## config.mk

```make
export PLATFORM = sky130hd
export DESIGN_NAME = divisor_count_sqrt_bound
export DESIGN_NICKNAME = d
export VERILOG_FILES = /design/src/rtl/dcsb_pkg.sv /design/src/rtl/divisor_count_sqrt_bound.sv /design/src/rtl/dcsb_sqrt.sv /design/src/rtl/dcsb_rem.sv
export VERILOG_INCLUDE_DIRS = /design/src /design/src/rtl
export SDC_FILE = /design/constraint.sdc
export NUM_CORES = 1
export LEC_CHECK = 0
export ABC_AREA = 1
export BUFFER_PORTS_ARGS = -buffer_cell sky130_fd_sc_hd__buf_2
export CORE_UTILIZATION = 56
export DETAILED_ROUTE_END_ITERATION = 8
export PLACE_DENSITY = 0.78
export SYNTH_ARGS = -nofsm -noshare
export SYNTH_HDL_FRONTEND = slang
export SYNTH_SLANG_ARGS = --single-unit
```

## constraint.sdc

```tcl
create_clock -name aclk -period 2.75 [get_ports aclk]
set_input_delay 0.1375 -clock aclk [delete_from_list [all_inputs] [get_ports aclk]]
set_output_delay 0.1375 -clock aclk [all_outputs]
set_load 0.03 [all_outputs]
```

## src/rtl/divisor_count_sqrt_bound_defines.svh

```systemverilog
// Assertion macros shared by the divisor count block.
// Depends on nothing; included by the modules that carry assertions.
`ifndef DIVISOR_COUNT_SQRT_BOUND_DEFINES_SVH
`define DIVISOR_COUNT_SQRT_BOUND_DEFINES_SVH

// Same-cycle implication, checked outside reset.
`define DCSB_ASSERT_NOW(label, clk, rstn, ante, cons) \
    label: assert property (@(posedge clk) disable iff (!(rstn)) (ante) |-> (cons)) \
        else $error("dcsb assertion failed");

// Next-cycle implication, checked outside reset.
`define DCSB_ASSERT_NEXT(label, clk, rstn, ante, cons) \
    label: assert property (@(posedge clk) disable iff (!(rstn)) (ante) |=> (cons)) \
        else $error("dcsb assertion failed");

`endif

```

## src/rtl/dcsb_pkg.sv

```systemverilog
// Shared constants and types for the divisor count block.
// Depends on nothing; used by every module of the block.
package dcsb_pkg;

    localparam int FIELD_WIDTH         = 32;
    localparam int VALUE_WIDTH_DEFAULT = 32;
    localparam int DATA_WIDTH_DEFAULT  = 32;
    localparam int ROOT_WIDTH_DEFAULT  = 16;
    localparam int COUNT_WIDTH         = 11;

    localparam logic [COUNT_WIDTH-1:0] COUNT_MAX = '1;

    typedef enum logic [2:0] {
        ST_IDLE,
        ST_SQRT,
        ST_CHECK,
        ST_DIV,
        ST_FINISH
    } state_t;

    // Status returned by an iterative unit.
    typedef struct packed {
        logic done;
        logic zero_rem;
    } unit_status_t;

endpackage

```

## src/rtl/divisor_count_sqrt_bound.sv

```systemverilog
// Top level of the divisor count block: sequencer, count and output register.
// Depends on dcsb_pkg, dcsb_sqrt, dcsb_rem and divisor_count_sqrt_bound_defines.svh.
//
// Usage: one 32-bit word enters on s_value/s_valid/s_ready; one word leaves on
// m_divisor_count/m_valid/m_ready with the number of positive divisors of the
// low VALUE_WIDTH bits (capped at 32) of the input, 0 for an input of zero.
// The block first takes the exact integer root r with a two-bits-per-cycle
// root unit, then runs trial divisors 1..r one after another through a shared
// bit-serial remainder unit, adding two per exact division and removing one
// when the value is a perfect square.
// The trial loop runs r divisors, up to r = 65535 for W = 32 data bits.
// One word is processed at a time: s_ready is high only while the sequencer
// is idle, so s_ready rises together with m_valid.
// The finished result sits in an output register, so a new word can be
// taken while m_valid waits on a stalled receiver; the block then stops at
// the end of that word until the register frees up.
// Reset (aresetn low, synchronous) returns the sequencer to idle and drops
// m_valid; no pending result survives it.
`include "divisor_count_sqrt_bound_defines.svh"

module divisor_count_sqrt_bound #(
    parameter int VALUE_WIDTH = dcsb_pkg::VALUE_WIDTH_DEFAULT
) (
    input  logic                              aclk,
    input  logic                              aresetn,
    input  logic [dcsb_pkg::FIELD_WIDTH-1:0]  s_value,
    input  logic                              s_valid,
    output logic                              s_ready,
    output logic [dcsb_pkg::COUNT_WIDTH-1:0]  m_divisor_count,
    output logic                              m_valid,
    input  logic                              m_ready
);

    localparam int DataWidth = (VALUE_WIDTH < dcsb_pkg::FIELD_WIDTH)
                             ? VALUE_WIDTH : dcsb_pkg::FIELD_WIDTH;
    localparam int RootWidth = (DataWidth + 1) / 2;
    localparam int CW        = dcsb_pkg::COUNT_WIDTH;

    dcsb_pkg::state_t state_reg, state_next;

    logic [DataWidth-1:0] held_value_reg, held_value_next;
    logic [RootWidth-1:0] root_reg, root_next;
    logic [RootWidth:0]   trial_reg, trial_next;
    logic [CW-1:0]        count_reg, count_next;
    logic                 exact_reg, exact_next;
    logic                 m_valid_reg, m_valid_next;
    logic [CW-1:0]        m_count_reg, m_count_next;

    logic                   sqrt_start;
    logic                   rem_start;
    logic [RootWidth-1:0]   sqrt_root;
    dcsb_pkg::unit_status_t sqrt_status;
    dcsb_pkg::unit_status_t rem_status;
    logic [CW-1:0]          count_inc;
    logic [CW-1:0]          count_final;

    dcsb_sqrt #(
        .DATA_WIDTH (DataWidth),
        .ROOT_WIDTH (RootWidth)
    ) u_sqrt (
        .aclk    (aclk),
        .aresetn (aresetn),
        .start   (sqrt_start),
        .operand (s_value[DataWidth-1:0]),
        .root    (sqrt_root),
        .status  (sqrt_status)
    );

    dcsb_rem #(
        .DATA_WIDTH (DataWidth),
        .ROOT_WIDTH (RootWidth)
    ) u_rem (
        .aclk     (aclk),
        .aresetn  (aresetn),
        .start    (rem_start),
        .dividend (held_value_reg),
        .divisor  (trial_reg[RootWidth-1:0]),
        .status   (rem_status)
    );

    // Saturating add of two; never reached for 32-bit values.
    assign count_inc = (count_reg >= dcsb_pkg::COUNT_MAX - CW'(1))
                     ? dcsb_pkg::COUNT_MAX : count_reg + CW'(2);
    // A perfect square counted its root twice.
    assign count_final = (exact_reg && (count_reg != '0)) ? count_reg - CW'(1) : count_reg;

    always_ff @(posedge aclk) begin
        if (!aresetn) begin
            state_reg   <= dcsb_pkg::ST_IDLE;
            m_valid_reg <= 1'b0;
        end else begin
            state_reg   <= state_next;
            m_valid_reg <= m_valid_next;
        end
    end

    always_ff @(posedge aclk) begin
        if (!aresetn) begin
            held_value_reg <= '0;
            root_reg       <= '0;
            trial_reg      <= '0;
            count_reg      <= '0;
            exact_reg      <= 1'b0;
            m_count_reg    <= '0;
        end else begin
            held_value_reg <= held_value_next;
            root_reg       <= root_next;
            trial_reg      <= trial_next;
            count_reg      <= count_next;
            exact_reg      <= exact_next;
            m_count_reg    <= m_count_next;
        end
    end

    always_comb begin
        state_next      = state_reg;
        held_value_next = held_value_reg;
        root_next       = root_reg;
        trial_next      = trial_reg;
        count_next      = count_reg;
        exact_next      = exact_reg;
        m_valid_next    = m_valid_reg;
        m_count_next    = m_count_reg;
        sqrt_start      = 1'b0;
        rem_start       = 1'b0;

        if (m_valid_reg && m_ready) begin
            m_valid_next = 1'b0;
        end

        unique case (state_reg)
            dcsb_pkg::ST_IDLE: begin
                if (s_valid) begin
                    held_value_next = s_value[DataWidth-1:0];
                    sqrt_start      = 1'b1;
                    state_next      = dcsb_pkg::ST_SQRT;
                end
            end
            dcsb_pkg::ST_SQRT: begin
                if (sqrt_status.done) begin
                    root_next  = sqrt_root;
                    exact_next = sqrt_status.zero_rem;
                    trial_next = (RootWidth+1)'(1);
                    count_next = '0;
                    state_next = dcsb_pkg::ST_CHECK;
                end
            end
            dcsb_pkg::ST_CHECK: begin
                if (trial_reg > {1'b0, root_reg}) begin
                    state_next = dcsb_pkg::ST_FINISH;
                end else begin
                    rem_start  = 1'b1;
                    state_next = dcsb_pkg::ST_DIV;
                end
            end
            dcsb_pkg::ST_DIV: begin
                if (rem_status.done) begin
                    if (rem_status.zero_rem) begin
                        count_next = count_inc;
                    end
                    trial_next = trial_reg + (RootWidth+1)'(1);
                    state_next = dcsb_pkg::ST_CHECK;
                end
            end
            dcsb_pkg::ST_FINISH: begin
                if (!m_valid_reg || m_ready) begin
                    m_valid_next = 1'b1;
                    m_count_next = count_final;
                    state_next   = dcsb_pkg::ST_IDLE;
                end
            end
            default: begin
                state_next = dcsb_pkg::ST_IDLE;
            end
        endcase
    end

    assign s_ready         = (state_reg == dcsb_pkg::ST_IDLE);
    assign m_valid         = m_valid_reg;
    assign m_divisor_count = m_count_reg;

    `DCSB_ASSERT_NEXT(a_busy_after_accept, aclk, aresetn, s_valid && s_ready, !s_ready)
    `DCSB_ASSERT_NOW(a_sqrt_done_in_sqrt, aclk, aresetn, sqrt_status.done,
        state_reg == dcsb_pkg::ST_SQRT)
    `DCSB_ASSERT_NOW(a_rem_done_in_div, aclk, aresetn, rem_status.done,
        state_reg == dcsb_pkg::ST_DIV)
    `DCSB_ASSERT_NOW(a_trial_in_range, aclk, aresetn, state_reg == dcsb_pkg::ST_DIV,
        (trial_reg <= {1'b0, root_reg}) && (trial_reg != '0))

endmodule

```

## src/rtl/dcsb_sqrt.sv

```systemverilog
// Iterative integer square root, two radicand bits per cycle.
// Depends on dcsb_pkg.
module dcsb_sqrt #(
    parameter int DATA_WIDTH = dcsb_pkg::DATA_WIDTH_DEFAULT,
    parameter int ROOT_WIDTH = dcsb_pkg::ROOT_WIDTH_DEFAULT
) (
    input  logic                      aclk,
    input  logic                      aresetn,
    input  logic                      start,
    input  logic [DATA_WIDTH-1:0]     operand,
    output logic [ROOT_WIDTH-1:0]     root,
    output dcsb_pkg::unit_status_t    status
);

    localparam int CntWidth = $clog2(ROOT_WIDTH + 1);

    logic [2*ROOT_WIDTH-1:0] rad_reg;
    logic [ROOT_WIDTH:0]     rem_reg;
    logic [ROOT_WIDTH-1:0]   root_reg;
    logic [CntWidth-1:0]     cnt_reg;
    logic                    busy_reg;
    logic                    done_reg;

    logic [ROOT_WIDTH+1:0] rem_sh;
    logic [ROOT_WIDTH+1:0] trial;
    logic [ROOT_WIDTH+1:0] diff;
    logic                  fits;

    // One digit of the classic restoring root: compare 4*rem+digits with 4*root+1.
    assign rem_sh = {rem_reg[ROOT_WIDTH-1:0], rad_reg[2*ROOT_WIDTH-1 -: 2]};
    assign trial  = {root_reg, 2'b01};
    assign fits   = rem_sh >= trial;
    assign diff   = rem_sh - trial;

    always_ff @(posedge aclk) begin
        if (!aresetn) begin
            busy_reg <= 1'b0;
            done_reg <= 1'b0;
        end else begin
            done_reg <= busy_reg && (cnt_reg == CntWidth'(1));
            if (start) begin
                busy_reg <= 1'b1;
            end else if (busy_reg && (cnt_reg == CntWidth'(1))) begin
                busy_reg <= 1'b0;
            end
        end
    end

    always_ff @(posedge aclk) begin
        if (start) begin
            rad_reg  <= (2*ROOT_WIDTH)'(operand);
            rem_reg  <= '0;
            root_reg <= '0;
            cnt_reg  <= CntWidth'(ROOT_WIDTH);
        end else if (busy_reg) begin
            rad_reg  <= {rad_reg[2*ROOT_WIDTH-3:0], 2'b00};
            rem_reg  <= fits ? diff[ROOT_WIDTH:0] : rem_sh[ROOT_WIDTH:0];
            root_reg <= {root_reg[ROOT_WIDTH-2:0], fits};
            cnt_reg  <= cnt_reg - CntWidth'(1);
        end
    end

    assign root            = root_reg;
    assign status.done     = done_reg;
    assign status.zero_rem = (rem_reg == '0);

endmodule

```

## src/rtl/dcsb_rem.sv

```systemverilog
// Iterative restoring remainder, one dividend bit per cycle.
// Depends on dcsb_pkg.
module dcsb_rem #(
    parameter int DATA_WIDTH = dcsb_pkg::DATA_WIDTH_DEFAULT,
    parameter int ROOT_WIDTH = dcsb_pkg::ROOT_WIDTH_DEFAULT
) (
    input  logic                      aclk,
    input  logic                      aresetn,
    input  logic                      start,
    input  logic [DATA_WIDTH-1:0]     dividend,
    input  logic [ROOT_WIDTH-1:0]     divisor,
    output dcsb_pkg::unit_status_t    status
);

    localparam int CntWidth = $clog2(DATA_WIDTH + 1);

    logic [DATA_WIDTH-1:0] dvd_reg;
    logic [ROOT_WIDTH-1:0] div_reg;
    logic [ROOT_WIDTH-1:0] rem_reg;
    logic [CntWidth-1:0]   cnt_reg;
    logic                  busy_reg;
    logic                  done_reg;

    logic [ROOT_WIDTH:0] rem_sh;
    logic [ROOT_WIDTH:0] div_ext;
    logic [ROOT_WIDTH:0] diff;
    logic                fits;

    assign rem_sh  = {rem_reg, dvd_reg[DATA_WIDTH-1]};
    assign div_ext = {1'b0, div_reg};
    assign fits    = rem_sh >= div_ext;
    assign diff    = rem_sh - div_ext;

    always_ff @(posedge aclk) begin
        if (!aresetn) begin
            busy_reg <= 1'b0;
            done_reg <= 1'b0;
        end else begin
            done_reg <= busy_reg && (cnt_reg == CntWidth'(1));
            if (start) begin
                busy_reg <= 1'b1;
            end else if (busy_reg && (cnt_reg == CntWidth'(1))) begin
                busy_reg <= 1'b0;
            end
        end
    end

    // The partial remainder stays below the divisor, so it fits the root width.
    always_ff @(posedge aclk) begin
        if (start) begin
            dvd_reg <= dividend;
            div_reg <= divisor;
            rem_reg <= '0;
            cnt_reg <= CntWidth'(DATA_WIDTH);
        end else if (busy_reg) begin
            dvd_reg <= {dvd_reg[DATA_WIDTH-2:0], 1'b0};
            rem_reg <= fits ? diff[ROOT_WIDTH-1:0] : rem_sh[ROOT_WIDTH-1:0];
            cnt_reg <= cnt_reg - CntWidth'(1);
        end
    end

    assign status.done     = done_reg;
    assign status.zero_rem = (rem_reg == '0);

endmodule
```

==> Yosys cells after proc, flatten, opt, wreduce, memory -nomap -nowiden <==
Index checks and enable logic that the tools add are counted.
{ "totals": {"wordCells": 95, "memories": 0, "mem_bits_ro": 0, "ff_bits": 236, "in_bits": 36, "ramBits": 0, "latchBits": 0} }
{ "classes": {"n_bitwise": 0, "add_sub_neg": 7, "muxes": 32, "n_div": 0, "n_lt_le_gt_ge": 4, "reduce_logical": 21, "n_eq_ne": 11, "mul": 0, "shifts": 0} }
{ "op_table": {"columns": ["operator", "count"], "rows": [
  ["$mux W32", 4],
  ["$mux W11", 5],
  ["$mux W17", 3],
  ["$pmux W17 S2", 1],
  ["$pmux W11 S2", 1],
  ["$ge A18 B18 Y1", 1],
  ["$add A17 B1 Y17 const B", 1],
  ["$ge A17 B16 Y1", 1],
  ["$gt A17 B16 Y1", 1],
  ["$logic_not A17 Y1", 1],
  ["$sub A17 B17 Y17", 1],
  ["$logic_not A16 Y1", 1],
  ["$mux W16", 1],
  ["$sub A16 B16 Y16", 1],
  ["$mux W3", 5],
  ["$pmux W3 S5", 1],
  ["$add A11 B2 Y11 const B", 1],
  ["$ge A11 B11 Y1 const B", 1],
  ["$mux W1", 11],
  ["$reduce_bool A11 Y1", 1],
  ["$sub A11 B1 Y11 const B", 1],
  ["$reduce_bool A2 Y1", 5],
  ["$reduce_and A4 Y1", 2],
  ["$eq A3 B2 Y1 const B", 2],
  ["14 further kinds", 22]
]} }

==> Depth between registers and ports, before layout <==
{ "logic_depth": {"word_depth": 5, "ltp_mapped": 17, "depth_no_buf": 16} }

==> Modules after synthesis <==
Synthesis repeated with hierarchy kept, for this count alone.
{ "hier_totals": {"cells_unflattened": 1809, "area_unflattened_um2": 13254.0} }
{ "by_module_without_submodules": {"columns": ["module", "instances", "cells_each", "area_each_um2"], "rows": [
  ["divisor_count_sqrt_bound", 1, 681, 4749.6],
  ["dcsb_sqrt", 1, 596, 4291.6],
  ["dcsb_rem", 1, 532, 4212.8]
]} }

==> Worst setup path before layout <==
OpenSTA, ideal clock, no wires.
{ "synth_timing": {"path_kind": "register to register", "from": "register state_reg[0]", "to": "register u_sqrt.root_reg[12] (netlist: u_sqrt.root[12])", "path_stages_with_launch": 12, "t_arrival_ps": 2565, "required_ps": 2634, "n_path_buf": 1, "period_less_slack_ps": 2681, "slack_ps": 69, "path_cell_list": "dfxtp_1 > nor2_1 > inv_1 > nor2_1 > inv_2 > nor2_4 > inv_2 > nand2_1 > inv_2 > buf_2 > a22oi_1 > inv_1"} }
{ "synth_via": {"elab_chain_cells": 2} }
{ "synth_rtl": {"columns": ["item", "line_no", "source"], "rows": [
  ["start, declared", "divisor_count_sqrt_bound.sv:39", "dcsb_pkg::state_t state_reg, state_next;"],
  ["start signal, assigned", "divisor_count_sqrt_bound.sv:89", "state_reg <= dcsb_pkg::ST_IDLE;"],
  ["start signal, assigned", "divisor_count_sqrt_bound.sv:92", "state_reg <= state_next;"],
  ["$logic_not A3 Y1", null, null],
  ["net s_ready", "divisor_count_sqrt_bound.sv:28", "output logic s_ready,"],
  ["$mux W1", "divisor_count_sqrt_bound.sv:131", "unique case (state_reg)"],
  ["end signal, assigned", "dcsb_sqrt.sv:58", "root_reg <= {root_reg[ROOT_WIDTH-2:0], fits};"],
  ["end, declared", "dcsb_sqrt.sv:19", "logic [ROOT_WIDTH-1:0] root_reg;"]
]} }
The timed path passes the listed nets, and every way through them passes these cells.
A chain may end at the register's enable or synchronous reset.

==> Final worst setup path <==
{ "layout_timing": {"from": "register trial_reg[12]", "to": "register u_rem.dvd_reg[10] (data pin)"} }
{ "layout_via": {"elab_chain_cells": 4} }
{ "layout_rtl": {"columns": ["item", "line_no", "source"], "rows": [
  ["start, declared", "divisor_count_sqrt_bound.sv:43", "logic [RootWidth:0] trial_reg, trial_next;"],
  ["start signal, assigned", "divisor_count_sqrt_bound.sv:108", "trial_reg <= trial_next;"],
  ["$gt A17 B16 Y1", "divisor_count_sqrt_bound.sv:149", "if (trial_reg > {1'b0, root_reg}) begin"],
  ["$mux W1", "divisor_count_sqrt_bound.sv:149", null],
  ["$mux W1", "divisor_count_sqrt_bound.sv:131", null],
  ["$mux W32", "dcsb_rem.sv:50", "if (start) begin"],
  ["end signal, assigned", "dcsb_rem.sv:51", "dvd_reg <= dividend;"],
  ["end signal, assigned", "dcsb_rem.sv:56", "dvd_reg <= {dvd_reg[DATA_WIDTH-2:0], 1'b0};"],
  ["end, declared", "dcsb_rem.sv:17", "logic [DATA_WIDTH-1:0] dvd_reg;"]
]} }
Every way passes these cells.

==> impl_metrics.ini <==
[synthesis]
yosysWarnings = 0
netlist_instances = 1652
yosysUniqueCellTypes = 47
yosysTopAreaCell = dfxtp_1
async_flop_share_pct = 0
synth_seq_area_share_pct = 44.9
syn-num-nets = 1749
synth.top_cell.area_share_pct = 25.4
ys.flop_type = dfxtp_1
synth_edf_count = 80
ys_ff_latch = 236
avgSynthCellArea_um2 = 7.45
yosys-top-cells-area = dfxtp_1 25%, edfxtp_1 20%, nand2_1 16%
synth_area_um2 = 12300

[worst_setup_path]
worst-path-max-fanout = 31
critPathKind = flip-flop to flip-flop
cp.required_ps = 3030
critPathTopFamily = simple AND/OR/NAND/NOR gates
critPathBufInv = 3
crit_path_frequent_cell = nand2_1
timing.critical_path.from_type = flip-flop
crit_slowest_cell = dfxtp_1
r2r_slack_ps = 320
crit_path_end_kind = flip-flop
critical-path-max-stage-delay_ps = 370
worstPathArrival_ps = 2720
crit_chain = ha_1 -> nand2_1 -> inv_1 -> nand3_1 -> nor2_1 -> nand3b_1 -> nand3_1 -> nand2_1 -> nand2_2 -> clkinv_1 -> buf_4 -> nand2_1 -> nand2_1

[detailed_routing]
num_vias = 10800
drtIter0Drc = 778
drtPass1Iterations = 5
wl_mm = 29.1
wl_per_cell_um = 14.4
drc_errors = 0
viasPerCell = 5.36
drtAntennaViolNets = 0

[timing]
slew_viol_final = 0
setup_tns_ps = 0
period_share_pct = 88.5
finalHoldViolations = 0
worst_clock_skew_ps = 6.51
setup_violations = 0
tightest_slew_ps = 695
fmax_mhz = 411
period_minus_slack_ps = 2430
relSlewSlack_pct = 53.7
rsz0062_at_grt = no

[floorplanning]
pin_count = 49
initial_core_util_pct = 57.8
die_h_um = 150
die_area_um2 = 22600
core-area_um2 = 21300
placement_rows = 53
die_w_um = 150

[power_and_ir_drop]
clkPwrFrac_pct = 22.3
peakVddDrop_mv = 0.657
p_comb_share_pct = 40.7
p_leak_nw = 6.65
seq_power_share_pct = 36.9
switchingPower_mw = 5.89
power_density_nw_per_um2 = 1050
intPower_mw = 8.68
p_sw_share_pct = 40.4

[job]
cap_violations = 0

[final_layout]
multiInputGateArea_um2 = 5730
layout-drive-gt1-share_pct = 7.95
num_antenna_cells = 0
syn_to_final_growth_pct = 13.3
n_fill_cell = 1786
seq_area_um2 = 5530
final_cells = 2024
fin_nets = 1827

[global_routing]
grt_usage_pct = 26.2
met1_usage_pct = 33.9
grt.overflow.total = 0
grt_pass1_wl_mm = 47.9
grtUsageMet3_pct = 3.30
antenna_found_initial = 0
grt_max_degree = 59
grt_pass1_vias = 10100
grt-busiest-layer = met2
use_met2_pct = 45.5

[clock_tree]
htree_levels = 1
clk-insertion-delay-late_ps = 530
tritoncts = built
cts_inserted_buffers = 25
clkSinkCount = 236
clock_path_buffers = 3
cts_setup_buffers = 0
root_buffer = clkbuf_16
ctsHoldBuffers = 33
path_clk_slew_ps = 60
cts_resized = 0

[place]
dp_cells = 1945
gp_congestion = 0.921
dp_hpwl_mm = 20.0
port_buffers = 48

[hold_path]
hold_path.class = input port to flip-flop

[run_status]
status = finished clean
==> through the flow <==
| step | hold WS, ps | area, um2 | power (mW) | worst slack [ps] | util, % |
|---|---|---|---|---|---|
| after floorplan | 307 | 12300 | 9.72 | 68.7 | - |
| after global placement | 423 | 12800 | 11.1 | 413 | 60.2 |
| after detailed placement | 425 | 12800 | 11.2 | 355 | 60.2 |
| after CTS | 11.1 | 13900 | 14.6 | 349 | 65.5 |
| after global routing | 17.2 | 13900 | 15.6 | 118 | 65.5 |
| final | 22.7 | 13900 | 14.6 | 317 | 65.5 |
==> final timing paths <==
kind                                        start           endpoint  depth (start not counted)
worst max-delay path                trial_reg[12]  u_rem.dvd_reg[10]                         13
worst min-delay path                      aresetn       state_reg[1]                          3
worst max register to register      trial_reg[12]  u_rem.dvd_reg[10]                         13
worst min register to register  u_sqrt.cnt_reg[1]  u_sqrt.cnt_reg[1]                          2
==> cells in the final DEF, fill, tap and decap left out, types with 14 or more instances in the layout <==
| master | netlist | layout |
|---|---|---|
| edfxtp_1 | 80 | 80 |
| nor3_1 | 19 | 19 |
| inv_1 | 205 | 204 |
| buf_2 | 18 | 48 |
| nor2_1 | 129 | 129 |
| dlygate4sd3_1 | 0 | 33 |
| clkbuf_16 | 0 | 25 |
| nand3_1 | 112 | 112 |
| xor2_1 | 14 | 14 |
| buf_4 | 2 | 17 |
| o22ai_1 | 15 | 15 |
| a22oi_1 | 15 | 15 |
| dfxtp_1 | 156 | 156 |
| nand2_1 | 538 | 537 |
| ha_1 | 60 | 60 |
| a21oi_1 | 105 | 105 |
| o21ai_0 | 48 | 48 |
| nand4_1 | 22 | 22 |
==> power by group through the flow <==
stage,logic (mW),clock network [mW],registers [mW]
2_1_floorplan,4.32,0,5.39
3_3_place_gp,5.69,0,5.41
4_1_cts,5.89,3.29,5.37
3_5_place_dp,5.80,0,5.43
6_report,5.94,3.25,5.38
5_1_grt,6.72,3.44,5.48
==> layer usage <==
layer  routed length [um]  up-vias
li1                     -     5513
met1                12800     4988
met2                14000      287
met3                 1540       56
met4                  727        0
met5                    0        -
==> kinds of logic after synthesis <==
group / count (synthesis) / synth area share [%]
buffers and inverters: 264 / 8.48
xor gates and xnor gates: 17 / 1.21
DFF: 236 / 44.9
AOI/OAI and AO/OA: 223 / 10.3
and+or+nand+nor: 851 / 28.8
adders and majority gates: 61 / 6.27
==> worst min-delay path, delay by kind of cell <==
family | cells | cell delay [ps]
compound gates | 2 | 160
buf+inv | 1 | 210
==> layout make-up <==
class | instances | area share (%)
flip-flops and latches | 236 | 39.7
multi-input cells | 1152 | 41.1
inverters | 215 | 5.79
clock buffers | 37 | 5.03
repair buffers | 100 | 5.30
clock inverters | 9 | 0.611
well taps | 275 | 2.47
==> Yosys cell counts (7+ instances only) <==
cell type / n
inv_1: 205
inv_2: 9
nand2_1: 538
edfxtp_1: 80
clkbuf_1: 20
ha_1: 60
o21ai_0: 48
nor3_1: 19
o211ai_1: 9
xor2_1: 14
buf_2: 18
a21oi_1: 105
or2_2: 7
nand4_1: 22
o22ai_1: 15
dfxtp_1: 156
nor2_1: 129
a22oi_1: 15
nand3_1: 112
No activity file was read; power rests on OpenSTA's default activity.
